### src/sv/ess_pkg.sv
package ess_pkg;

  localparam int MAX_LENGTH_DEF   = 4194304;
  localparam int SAMPLE_BITS_DEF  = 24;
  localparam int CORDIC_STEPS_DEF = 24;

  localparam int CFG_W = 64;
  localparam int IDX_W = 3;

  localparam logic [IDX_W-1:0] REG_PHASE_SCALE = 3'd0;
  localparam logic [IDX_W-1:0] REG_GROWTH      = 3'd1;
  localparam logic [IDX_W-1:0] REG_SHRINK      = 3'd2;
  localparam logic [IDX_W-1:0] REG_END_LEVEL   = 3'd3;
  localparam logic [IDX_W-1:0] REG_LENGTH      = 3'd4;
  localparam logic [IDX_W-1:0] REG_FADE_IN     = 3'd5;
  localparam logic [IDX_W-1:0] REG_FADE_OUT    = 3'd6;
  localparam logic [IDX_W-1:0] REG_INVERSE     = 3'd7;

  localparam logic [63:0] ONE_Q40 = 64'd1 << 40;
  localparam logic [63:0] ONE_Q62 = 64'd1 << 62;
  localparam logic signed [33:0] ONE_Q30 = 34'sd1073741824;
  localparam logic signed [33:0] CORDIC_GAIN = 34'sd652032874;

  // Datapath operations issued by the controller
  typedef enum logic [3:0] {
    OP_NONE,
    OP_PHASE_MUL,  // one partial product of the phase product
    OP_PHASE,      // load cordic angle from the phase product
    OP_CORDIC,     // one cordic rotation
    OP_KEEP_SINE,  // latch sine as the sample value
    OP_DIV_START,  // start window angle divide (in or out)
    OP_DIV_STEP,   // one restoring divide bit
    OP_SQUARE,     // square window sine
    OP_APPLY_WIN,  // sample times window
    OP_APPLY_AMP,  // sample times decay amplitude
    OP_LVL_MUL,    // one partial product of level update
    OP_AMP_MUL,    // one partial product of amplitude update
    OP_FINISH      // round, saturate, load output and advance index
  } dp_op_t;

  typedef enum logic [3:0] {
    S_IDLE, S_PMUL, S_PHASE, S_CORDIC, S_SINE, S_WIN_SEL, S_DIV, S_WCORDIC, S_SQUARE,
    S_APPLY, S_AMP, S_LVL, S_AMPM, S_FINISH, S_WAIT
  } ctrl_state_t;

  typedef struct packed {
    dp_op_t     op;
    logic       win_out;   // 0 fade-in window, 1 fade-out window
    logic       restart;   // reload state before this request
    logic [1:0] part;      // partial product select
  } dp_cmd_t;

  typedef struct packed {
    logic need_in;
    logic need_out;
    logic inverse;
    logic last;
    logic step_done;   // divide sequence finished
  } dp_status_t;

  function automatic logic [31:0] atan_turns(input int i);
    logic [31:0] t [32] = '{
      32'h20000000, 32'h12E4051E, 32'h09FB385B, 32'h051111D4, 32'h028B0D43,
      32'h0145D7E1, 32'h00A2F61E, 32'h00517C55, 32'h0028BE53, 32'h00145F2F,
      32'h000A2F98, 32'h000517CC, 32'h00028BE6, 32'h000145F3, 32'h0000A2FA,
      32'h0000517D, 32'h000028BE, 32'h0000145F, 32'h00000A30, 32'h00000518,
      32'h0000028C, 32'h00000146, 32'h000000A3, 32'h00000051, 32'h00000029,
      32'h00000014, 32'h0000000A, 32'h00000005, 32'h00000003, 32'h00000001,
      32'h00000001, 32'h00000000};
    if (i < 32) return t[i];
    return 32'd0;
  endfunction

endpackage

### src/sv/ess_ctrl.sv
module ess_ctrl
  import ess_pkg::*;
#(
  parameter int CORDIC_STEPS = CORDIC_STEPS_DEF
) (
  input  logic       clk,
  input  logic       rst,
  input  logic       in_valid,
  output logic       in_stall,
  input  logic       in_restart,
  input  logic       out_free,
  input  dp_status_t status,
  output dp_cmd_t    cmd
);

  ctrl_state_t state, state_next;
  logic [5:0]  cnt, cnt_next;
  logic        win_out, win_out_next;
  logic        did_in, did_in_next;

  // Hold state and counters
  always_ff @(posedge clk) begin
    if (rst) begin
      state   <= S_IDLE;
      cnt     <= '0;
      win_out <= 1'b0;
      did_in  <= 1'b0;
    end else begin
      state   <= state_next;
      cnt     <= cnt_next;
      win_out <= win_out_next;
      did_in  <= did_in_next;
    end
  end

  // Sequence one request through the datapath
  always_comb begin
    state_next   = state;
    cnt_next     = cnt;
    win_out_next = win_out;
    did_in_next  = did_in;
    in_stall     = 1'b1;
    cmd          = '{op: OP_NONE, win_out: win_out, restart: 1'b0, part: cnt[1:0]};
    unique case (state)
      S_IDLE: begin
        in_stall = 1'b0;
        if (in_valid) begin
          cmd.restart = in_restart;
          cnt_next    = '0;
          state_next  = S_PMUL;
        end
      end
      S_PMUL: begin
        cmd.op   = OP_PHASE_MUL;
        cnt_next = cnt + 6'd1;
        if (cnt[1:0] == 2'd3) begin
          cnt_next   = '0;
          state_next = S_PHASE;
        end
      end
      S_PHASE: begin
        cmd.op     = OP_PHASE;
        cnt_next   = '0;
        state_next = S_CORDIC;
      end
      S_CORDIC: begin
        cmd.op   = OP_CORDIC;
        cmd.part = 2'd0;
        cnt_next = cnt + 6'd1;
        if (cnt == 6'(CORDIC_STEPS - 1)) state_next = S_SINE;
      end
      S_SINE: begin
        cmd.op      = OP_KEEP_SINE;
        did_in_next = 1'b0;
        state_next  = status.inverse ? S_AMP : S_WIN_SEL;
      end
      S_WIN_SEL: begin
        priority if (!did_in && status.need_in) begin
          win_out_next = 1'b0;
          cmd.win_out  = 1'b0;
          cmd.op       = OP_DIV_START;
          did_in_next  = 1'b1;
          cnt_next     = '0;
          state_next   = S_DIV;
        end else if (!win_out && status.need_out) begin
          win_out_next = 1'b1;
          cmd.win_out  = 1'b1;
          cmd.op       = OP_DIV_START;
          did_in_next  = 1'b1;
          cnt_next     = '0;
          state_next   = S_DIV;
        end else begin
          win_out_next = 1'b0;
          cnt_next     = '0;
          state_next   = S_LVL;
        end
      end
      S_DIV: begin
        cmd.op = OP_DIV_STEP;
        if (status.step_done) begin
          cnt_next   = '0;
          state_next = S_WCORDIC;
        end
      end
      S_WCORDIC: begin
        cmd.op   = OP_CORDIC;
        cmd.part = 2'd1;
        cnt_next = cnt + 6'd1;
        if (cnt == 6'(CORDIC_STEPS - 1)) state_next = S_SQUARE;
      end
      S_SQUARE: begin
        cmd.op     = OP_SQUARE;
        state_next = S_APPLY;
      end
      S_APPLY: begin
        cmd.op     = OP_APPLY_WIN;
        // after fade-out nothing is left; after fade-in try fade-out
        if (win_out) begin
          win_out_next = 1'b0;
          cnt_next     = '0;
          state_next   = S_LVL;
        end else begin
          win_out_next = 1'b1;
          state_next   = status.need_out ? S_WIN_SEL : S_LVL;
          win_out_next = 1'b0;
          if (status.need_out) begin
            // mark fade-in as done, pick fade-out next
            did_in_next = 1'b1;
          end
          cnt_next = '0;
        end
      end
      S_AMP: begin
        cmd.op     = OP_APPLY_AMP;
        cnt_next   = '0;
        state_next = S_LVL;
      end
      S_LVL: begin
        cmd.op   = OP_LVL_MUL;
        cnt_next = cnt + 6'd1;
        if (cnt[1:0] == 2'd3) begin
          cnt_next   = '0;
          state_next = S_AMPM;
        end
      end
      S_AMPM: begin
        cmd.op   = OP_AMP_MUL;
        cnt_next = cnt + 6'd1;
        if (cnt[1:0] == 2'd3) state_next = S_WAIT;
      end
      S_WAIT: begin
        if (out_free) state_next = S_FINISH;
      end
      S_FINISH: begin
        cmd.op     = OP_FINISH;
        state_next = S_IDLE;
      end
      default: state_next = S_IDLE;
    endcase
  end

endmodule

### config.mk
export PLATFORM = sky130hd
export DESIGN_NAME = ess_ctrl
export DESIGN_NICKNAME = d
export VERILOG_FILES = /design/src/sv/ess_pkg.sv /design/src/sv/ess_ctrl.sv
export SDC_FILE = /design/constraint.sdc
export NUM_CORES = 1
export LEC_CHECK = 0
export ABC_AREA = 1
export BUFFER_PORTS_ARGS = -buffer_cell sky130_fd_sc_hd__clkbuf_2
export CAP_MARGIN = 15
export CORE_UTILIZATION = 58
export CTS_BUF_LIST = sky130_fd_sc_hd__clkbuf_2
export DETAILED_ROUTE_END_ITERATION = 10
export PLACE_DENSITY = 0.82
export REMOVE_ABC_BUFFERS = 1
export SYNTH_ARGS = -nofsm -noshare
export SYNTH_HDL_FRONTEND = slang
export SYNTH_SLANG_ARGS = --single-unit
### constraint.sdc
create_clock -name clk -period 1.7 [get_ports clk]
set_input_delay 0.17 -clock clk [delete_from_list [all_inputs] [get_ports clk]]
set_output_delay 0.17 -clock clk [all_outputs]
set_load 0.01 [all_outputs]
==> results of run 1 <==
[cells in the mapped netlist (all sizes together) (3+ instances only)]
| library cell | number | area (um^2) |
|---|---|---|
| a21oi | 9 | 45.04 |
| inv | 26 | 97.59 |
| nor2 | 32 | 147.6 |
| nand3b | 3 | 22.52 |
| o21ai | 9 | 45.04 |
| nand2 | 62 | 255.2 |
| nand3 | 20 | 112.6 |
| o22ai | 3 | 18.77 |
| dfxtp | 12 | 240.2 |
| buf | 3 | 30.03 |
[timing repair]
| item | in CTS | in global routing |
|---|---|---|
| buffers inserted | 0 | 1 |
| endpoints found under the hold margin | 0 | 0 |
| resized for setup | 1 | 11 |
| setup endpoints to repair | 3 | 4 |
| pin swaps | 0 | 1 |
| cloned | 0 | 0 |
[cell families (layout without fill, tap and decap cells)]
| kind of cell | count (synthesis) | in the layout | share of synthesized area, % |
|---|---|---|---|
| AOI/OAI and AO/OA | 27 | 27 | 13.55 |
| xor gates and xnor gates | 1 | 1 | 0.7840 |
| adders and majority gates | 2 | 2 | 2.239 |
| buffers and inverters | 30 | 57 | 11.76 |
| DFF | 12 | 12 | 21.50 |
| and+or+nand+nor | 121 | 121 | 50.17 |
[power by group through the flow]
stage / sequential, W / clock (W) / combinational [W]
floorplan: 0.000438 / 0 / 0.000781
detailed placement: 0.000430 / 0 / 0.00116
CTS: 0.000426 / 0.000158 / 0.00117
global route: 0.000450 / 0.000170 / 0.00137
finish: 0.000441 / 0.000156 / 0.00124
global placement: 0.000429 / 0 / 0.00114
[sequential cells by signal (all words and copies together) (netlist names)]
name,count
did_in,1
cnt,6
win_out,1
state,4
[worst max-delay path by stage]
| stage | to | cells after the start | startpoint |
|---|---|---|---|
| floorplan | state[0] | 7 | cnt[0] |
| CTS | cmd[6] | 7 | state[1] |
| global route | cmd[3] | 6 | state[0] |
| global placement | cnt[5] | 8 | state[0] |
| detailed placement | cnt[5] | 8 | state[0] |
| finish | cmd[3] | 6 | state[0] |
[per-layer routing]
metal  routed length, um  track usage [%]  vias up
li1                    -                -      676
met1                1259            39.43      602
met2                1339            46.48       67
met3                 267            7.143        5
met4                  18            8.235        0
met5                   0                0        -
[through the flow]
| step | instance area (um^2) | utilization (%) | setup WS [ns] | cells | total power (W) |
|---|---|---|---|---|---|
| after floorplan | 1087 | - | 0.2813 | 190 | 0.001219 |
| after global placement | 1264 | 71.63 | 0.1955 | 240 | 0.001569 |
| after detailed placement | 1264 | 71.63 | 0.1930 | 240 | 0.001589 |
| after CTS | 1284 | 72.77 | 0.01331 | 244 | 0.001751 |
| after global routing | 1315 | 74.54 | 0.02144 | 245 | 0.001986 |
| final | 1315 | 74.54 | 0.1022 | 245 | 0.001833 |
[cell type report]
class | instances | area share, %
clock inverter | 1 | 0.2854
multi-input combinational | 151 | 57.66
tap | 25 | 2.379
timing repair buffer | 26 | 11.61
clock buffer | 3 | 1.142
inverter | 27 | 7.897
sequential | 12 | 19.03
==> flow_summary.ini, run 1 <==
[yosys]
synth-seq-cells = 12
async_flop_share_pct = 0
synth.lib_cells_used.distinct = 26
synthCells = 193
avgSynthCellArea_um2 = 5.789
synth_edf_count = 0
yosysWarnings = 0
ys_seq_area_share_pct = 21.50
netlist_area_um2 = 1117
yosys_most_used_dff = dfxtp_1

[critical_path]
cp-start-kind = flop
cp_num_buf_inv = 2
timing.critical_path.slowest_stage_cell = dfxtp_4
critPathCaptureType = primary output
cp_slowest_stage_delay_ns = 0.42
crit_chain = buf_4, nand2_2, nor2_4, o211ai_1, o21ai_0, clkbuf_2
r2r-end = state[3]
rrSetupSlack_ns = 0.19
cpLargestDelayFamily = flip-flops
critPathMaxFanout = 6
path_class = flop to primary output
cp.arrival_ns = 1.43
required_ns = 1.53
r2r-start = state[1]
ff2ff_path_depth = 10

[clock_network]
clk_pin_slew_ns = 0.14
cts_hold_buf = 0
cts_buffers = 3
cts_buffer_depth = 2
root_buffer = clkbuf_2
htree_num_levels = 1
clkLatencyLatePin_ns = 0.29
cts_num_sinks = 12
cts_tree = built

[drt]
drt_iter0_drc = 63
drc = 0
first_pass_iters = 6
drtAntennaViolNets = 0
wire_per_inst_um = 11.77
via_count = 1350
routed_wl_mm = 2.884
via_per_inst = 5.510

[global_route]
grt_start_max_net_pins = 10
antenna_found_initial = 0
grt_util_all_layers_pct = 29.44
overflow = 0
grt_pass1_vias = 1081
grt_first_pass_wirelength_mm = 4.443

[finish]
nNetsFinal = 233
multiInputGateArea_um2 = 758.2
seq_area_um2 = 250.2
layout_commonest_cell = nand2_1
most-common-layout-cells = nand2_1 (53), nor2_1 (26), clkbuf_2 (20)
nFillCells = 161
diodes = 0
drive_gt1_share_pct = 25.45
syn2layout_area_growth_pct = 17.69

[placement]
dpl.hpwl_mm = 2.288
portBuffers = 17
place_congestion = 0.9229

[timing]
tns_ns = 0
hold_slack_ns = 0.1684
finalMaxSlewViolations = 0
fin_crit_ns = 1.598
grt_setup_unrepaired = no
slew_headroom_pct = 79.11
clock_skew_ns = 0.02727
fmaxAchievable_ghz = 0.6259
fin_crit_sh_pct = 93.99
hold_viol = 0
worstMarginPinSlew_ns = 0.3122
setup_viol = 0

[power_and_ir_drop]
swShare_pct = 53.18
switchingPower_w = 0.0009749
seqPwrFrac_pct = 24.1
power.density_nw_per_um2 = 1394
combPwrFrac_pct = 67.4
irDropWorstVdd_v = 0.0008454
power.internal_w = 0.0008583
p_leak_nw = 0.6967
p_clk_share_pct = 8.5

[worst_hold_path]
hold_path.class = primary input to flop
min_from = rst
hold_end = cnt[3]
hold_depth = 2

[floorplan]
core_um2 = 1764
die_area_um2 = 2106
die_x_um = 45.89
dieHeight_um = 45.89
initial_core_util_pct = 63.33
std_cell_rows = 15
pin_count = 19

[outcome]
status = completed

[job]
drv_cap = 0
Note: power is estimated with default switching activity, not from simulation.
==> run 2, diff against run 1 <==
--- a/config.mk
+++ b/config.mk
@@ -11,7 +11,7 @@
 export CORE_UTILIZATION = 58
 export CTS_BUF_LIST = sky130_fd_sc_hd__clkbuf_2
 export DETAILED_ROUTE_END_ITERATION = 10
-export PLACE_DENSITY = 0.82
+export PLACE_DENSITY_LB_ADDON = 0.3
 export REMOVE_ABC_BUFFERS = 1
 export SYNTH_ARGS = -nofsm -noshare
 export SYNTH_HDL_FRONTEND = slang
==> flow_summary.ini, run 2 (synthesis gave the netlist of run 1 again) <==
[finish]
layout_commonest_cell = nand2_1
nNetsFinal = 233
reg_top3 = cnt: 6 flops, state: 4 flops
regMostFlops = cnt
drive_gt1_share_pct = 24.55
most-common-layout-cells = nand2_1 (55), nor2_1 (26), clkbuf_2 (20)
diodes = 0
syn2layout_area_growth_pct = 18.37
largest_reg_flops = 6

[critical_path]
critPathMaxFanout = 5
rrSetupSlack_ns = 0.15
ff2ff_path_depth = 9
cp.arrival_ns = 1.48
cp_slowest_stage_delay_ns = 0.41
required_ns = 1.53
path_class = flop to primary output
cp-start-kind = flop
r2r-end = state[3]
crit_chain = buf_4, nand2_1, nor2_4, o211ai_1, o21ai_0, clkbuf_2
r2r-start = cnt[0]
timing.critical_path.slowest_stage_cell = dfxtp_4
critPathCaptureType = primary output

[clock_network]
htree_num_levels = 1
cts_tree = built
cts_hold_buf = 0
cts_num_sinks = 12
cts_buffer_depth = 2
root_buffer = clkbuf_2
clk_pin_slew_ns = 0.13
clkLatencyLatePin_ns = 0.29
cts_buffers = 3

[timing]
hold_viol = 0
setup_viol = 0
grt_setup_unrepaired = yes
worstMarginPinSlew_ns = 0.3358
slew_headroom_pct = 77.53
hold_slack_ns = 0.1649
fmaxAchievable_ghz = 0.6076
fin_crit_sh_pct = 96.82
fin_crit_ns = 1.646
clock_skew_ns = 0.006334
finalMaxSlewViolations = 0

[drt]
wire_per_inst_um = 12.44
via_count = 1376
drc = 0
routed_wl_mm = 3.049
via_per_inst = 5.616
first_pass_iters = 4
drt_iter0_drc = 76
drtAntennaViolNets = 0

[placement]
dpl.hpwl_mm = 2.367
portBuffers = 17
place_congestion = 0.9290

[floorplan]
initial_core_util_pct = 63.33
core_um2 = 1764
die_area_um2 = 2106
pin_count = 19
dieHeight_um = 45.89
die_x_um = 45.89
std_cell_rows = 15

[worst_hold_path]
hold_path.class = primary input to flop
min_from = rst
hold_end = state[3]
hold_depth = 2

[global_route]
antenna_found_initial = 0
grt_first_pass_wirelength_mm = 5.023
overflow = 0
grt_pass1_vias = 1196
grt_util_all_layers_pct = 32.58
grt_start_max_net_pins = 10

[outcome]
status = completed

[job]
drv_cap = 0

[power_and_ir_drop]
power.density_nw_per_um2 = 1418
power_w = 0.001875
irDropWorstVdd_v = 0.0008400
p_leak_nw = 0.6983
run 2: changes by cell type in the layout (fill, tap and decap cells not counted):
cell     change
buf_12       +1
buf_4        -1
nand2_1      +2
nand2_2      -2
run 2: critical path, delay by kind of cell, from the launching register on:
family	cells	cell delay, ns
buffers and inverters	2	0.29
AND/OR/NAND/NOR	2	0.26
AO/OA/AOI/OAI	2	0.22
flip-flops	1	0.41
run 2: timing repair:
item                       in CTS  in global routing
setup buffers                   1                  1
setup endpoints to repair       3                  5
resized for setup               1                  9
run 2: final cells by class:
class                      count  area (um^2)
tap                           25        31.28
multi-input combinational    151        753.2
inverter                      27        103.9
clock buffer                   3        15.01
timing repair buffer          26        165.2
clock inverter                 1        3.754
sequential                    12        250.2
fill                         164        441.7
run 2: how the worst max path moves through the flow:
stage / slack [ns] / cells past startpoint / startpoint / endpoint
after floorplan: 0.28 / 7 / cnt[0] / state[0]
after global placement: 0.21 / 6 / state[0] / cnt[0]
after CTS: 0.005 / 6 / state[3] / cmd[3]
after global routing: -0.008 / 6 / state[0] / cmd[4]
final: 0.05 / 6 / state[0] / cmd[3]
after detailed placement: 0.19 / 8 / state[0] / state[3]
run 2: layer usage:
layer	GRT usage [%]	vias to the layer above	routed length [um]
met2	51.27	67	1407
met1	44.31	618	1293
li1	-	684	-
met3	6.349	7	300
met4	10.00	0	47
met5	0	-	0
run 2: report_power, final:
group          switching [W]  internal [W]
combinational       0.000802      0.000478
sequential         0.0000820      0.000353
clock               0.000109     0.0000510
run 2: stage by stage:
stage | util [%] | cell area [um^2] | TNS (ns) | worst slack [ns] | cells
3_3_place_gp | 71.21 | 1256 | 0 | 0.2070 | 239
4_1_cts | 72.77 | 1284 | 0 | 0.005170 | 244
6_report | 74.96 | 1323 | 0 | 0.05411 | 245
3_5_place_dp | 71.21 | 1256 | 0 | 0.1939 | 239
5_1_grt | 74.96 | 1323 | -0.007632 | -0.007632 | 245
2_1_floorplan | - | 1087 | 0 | 0.2813 | 190
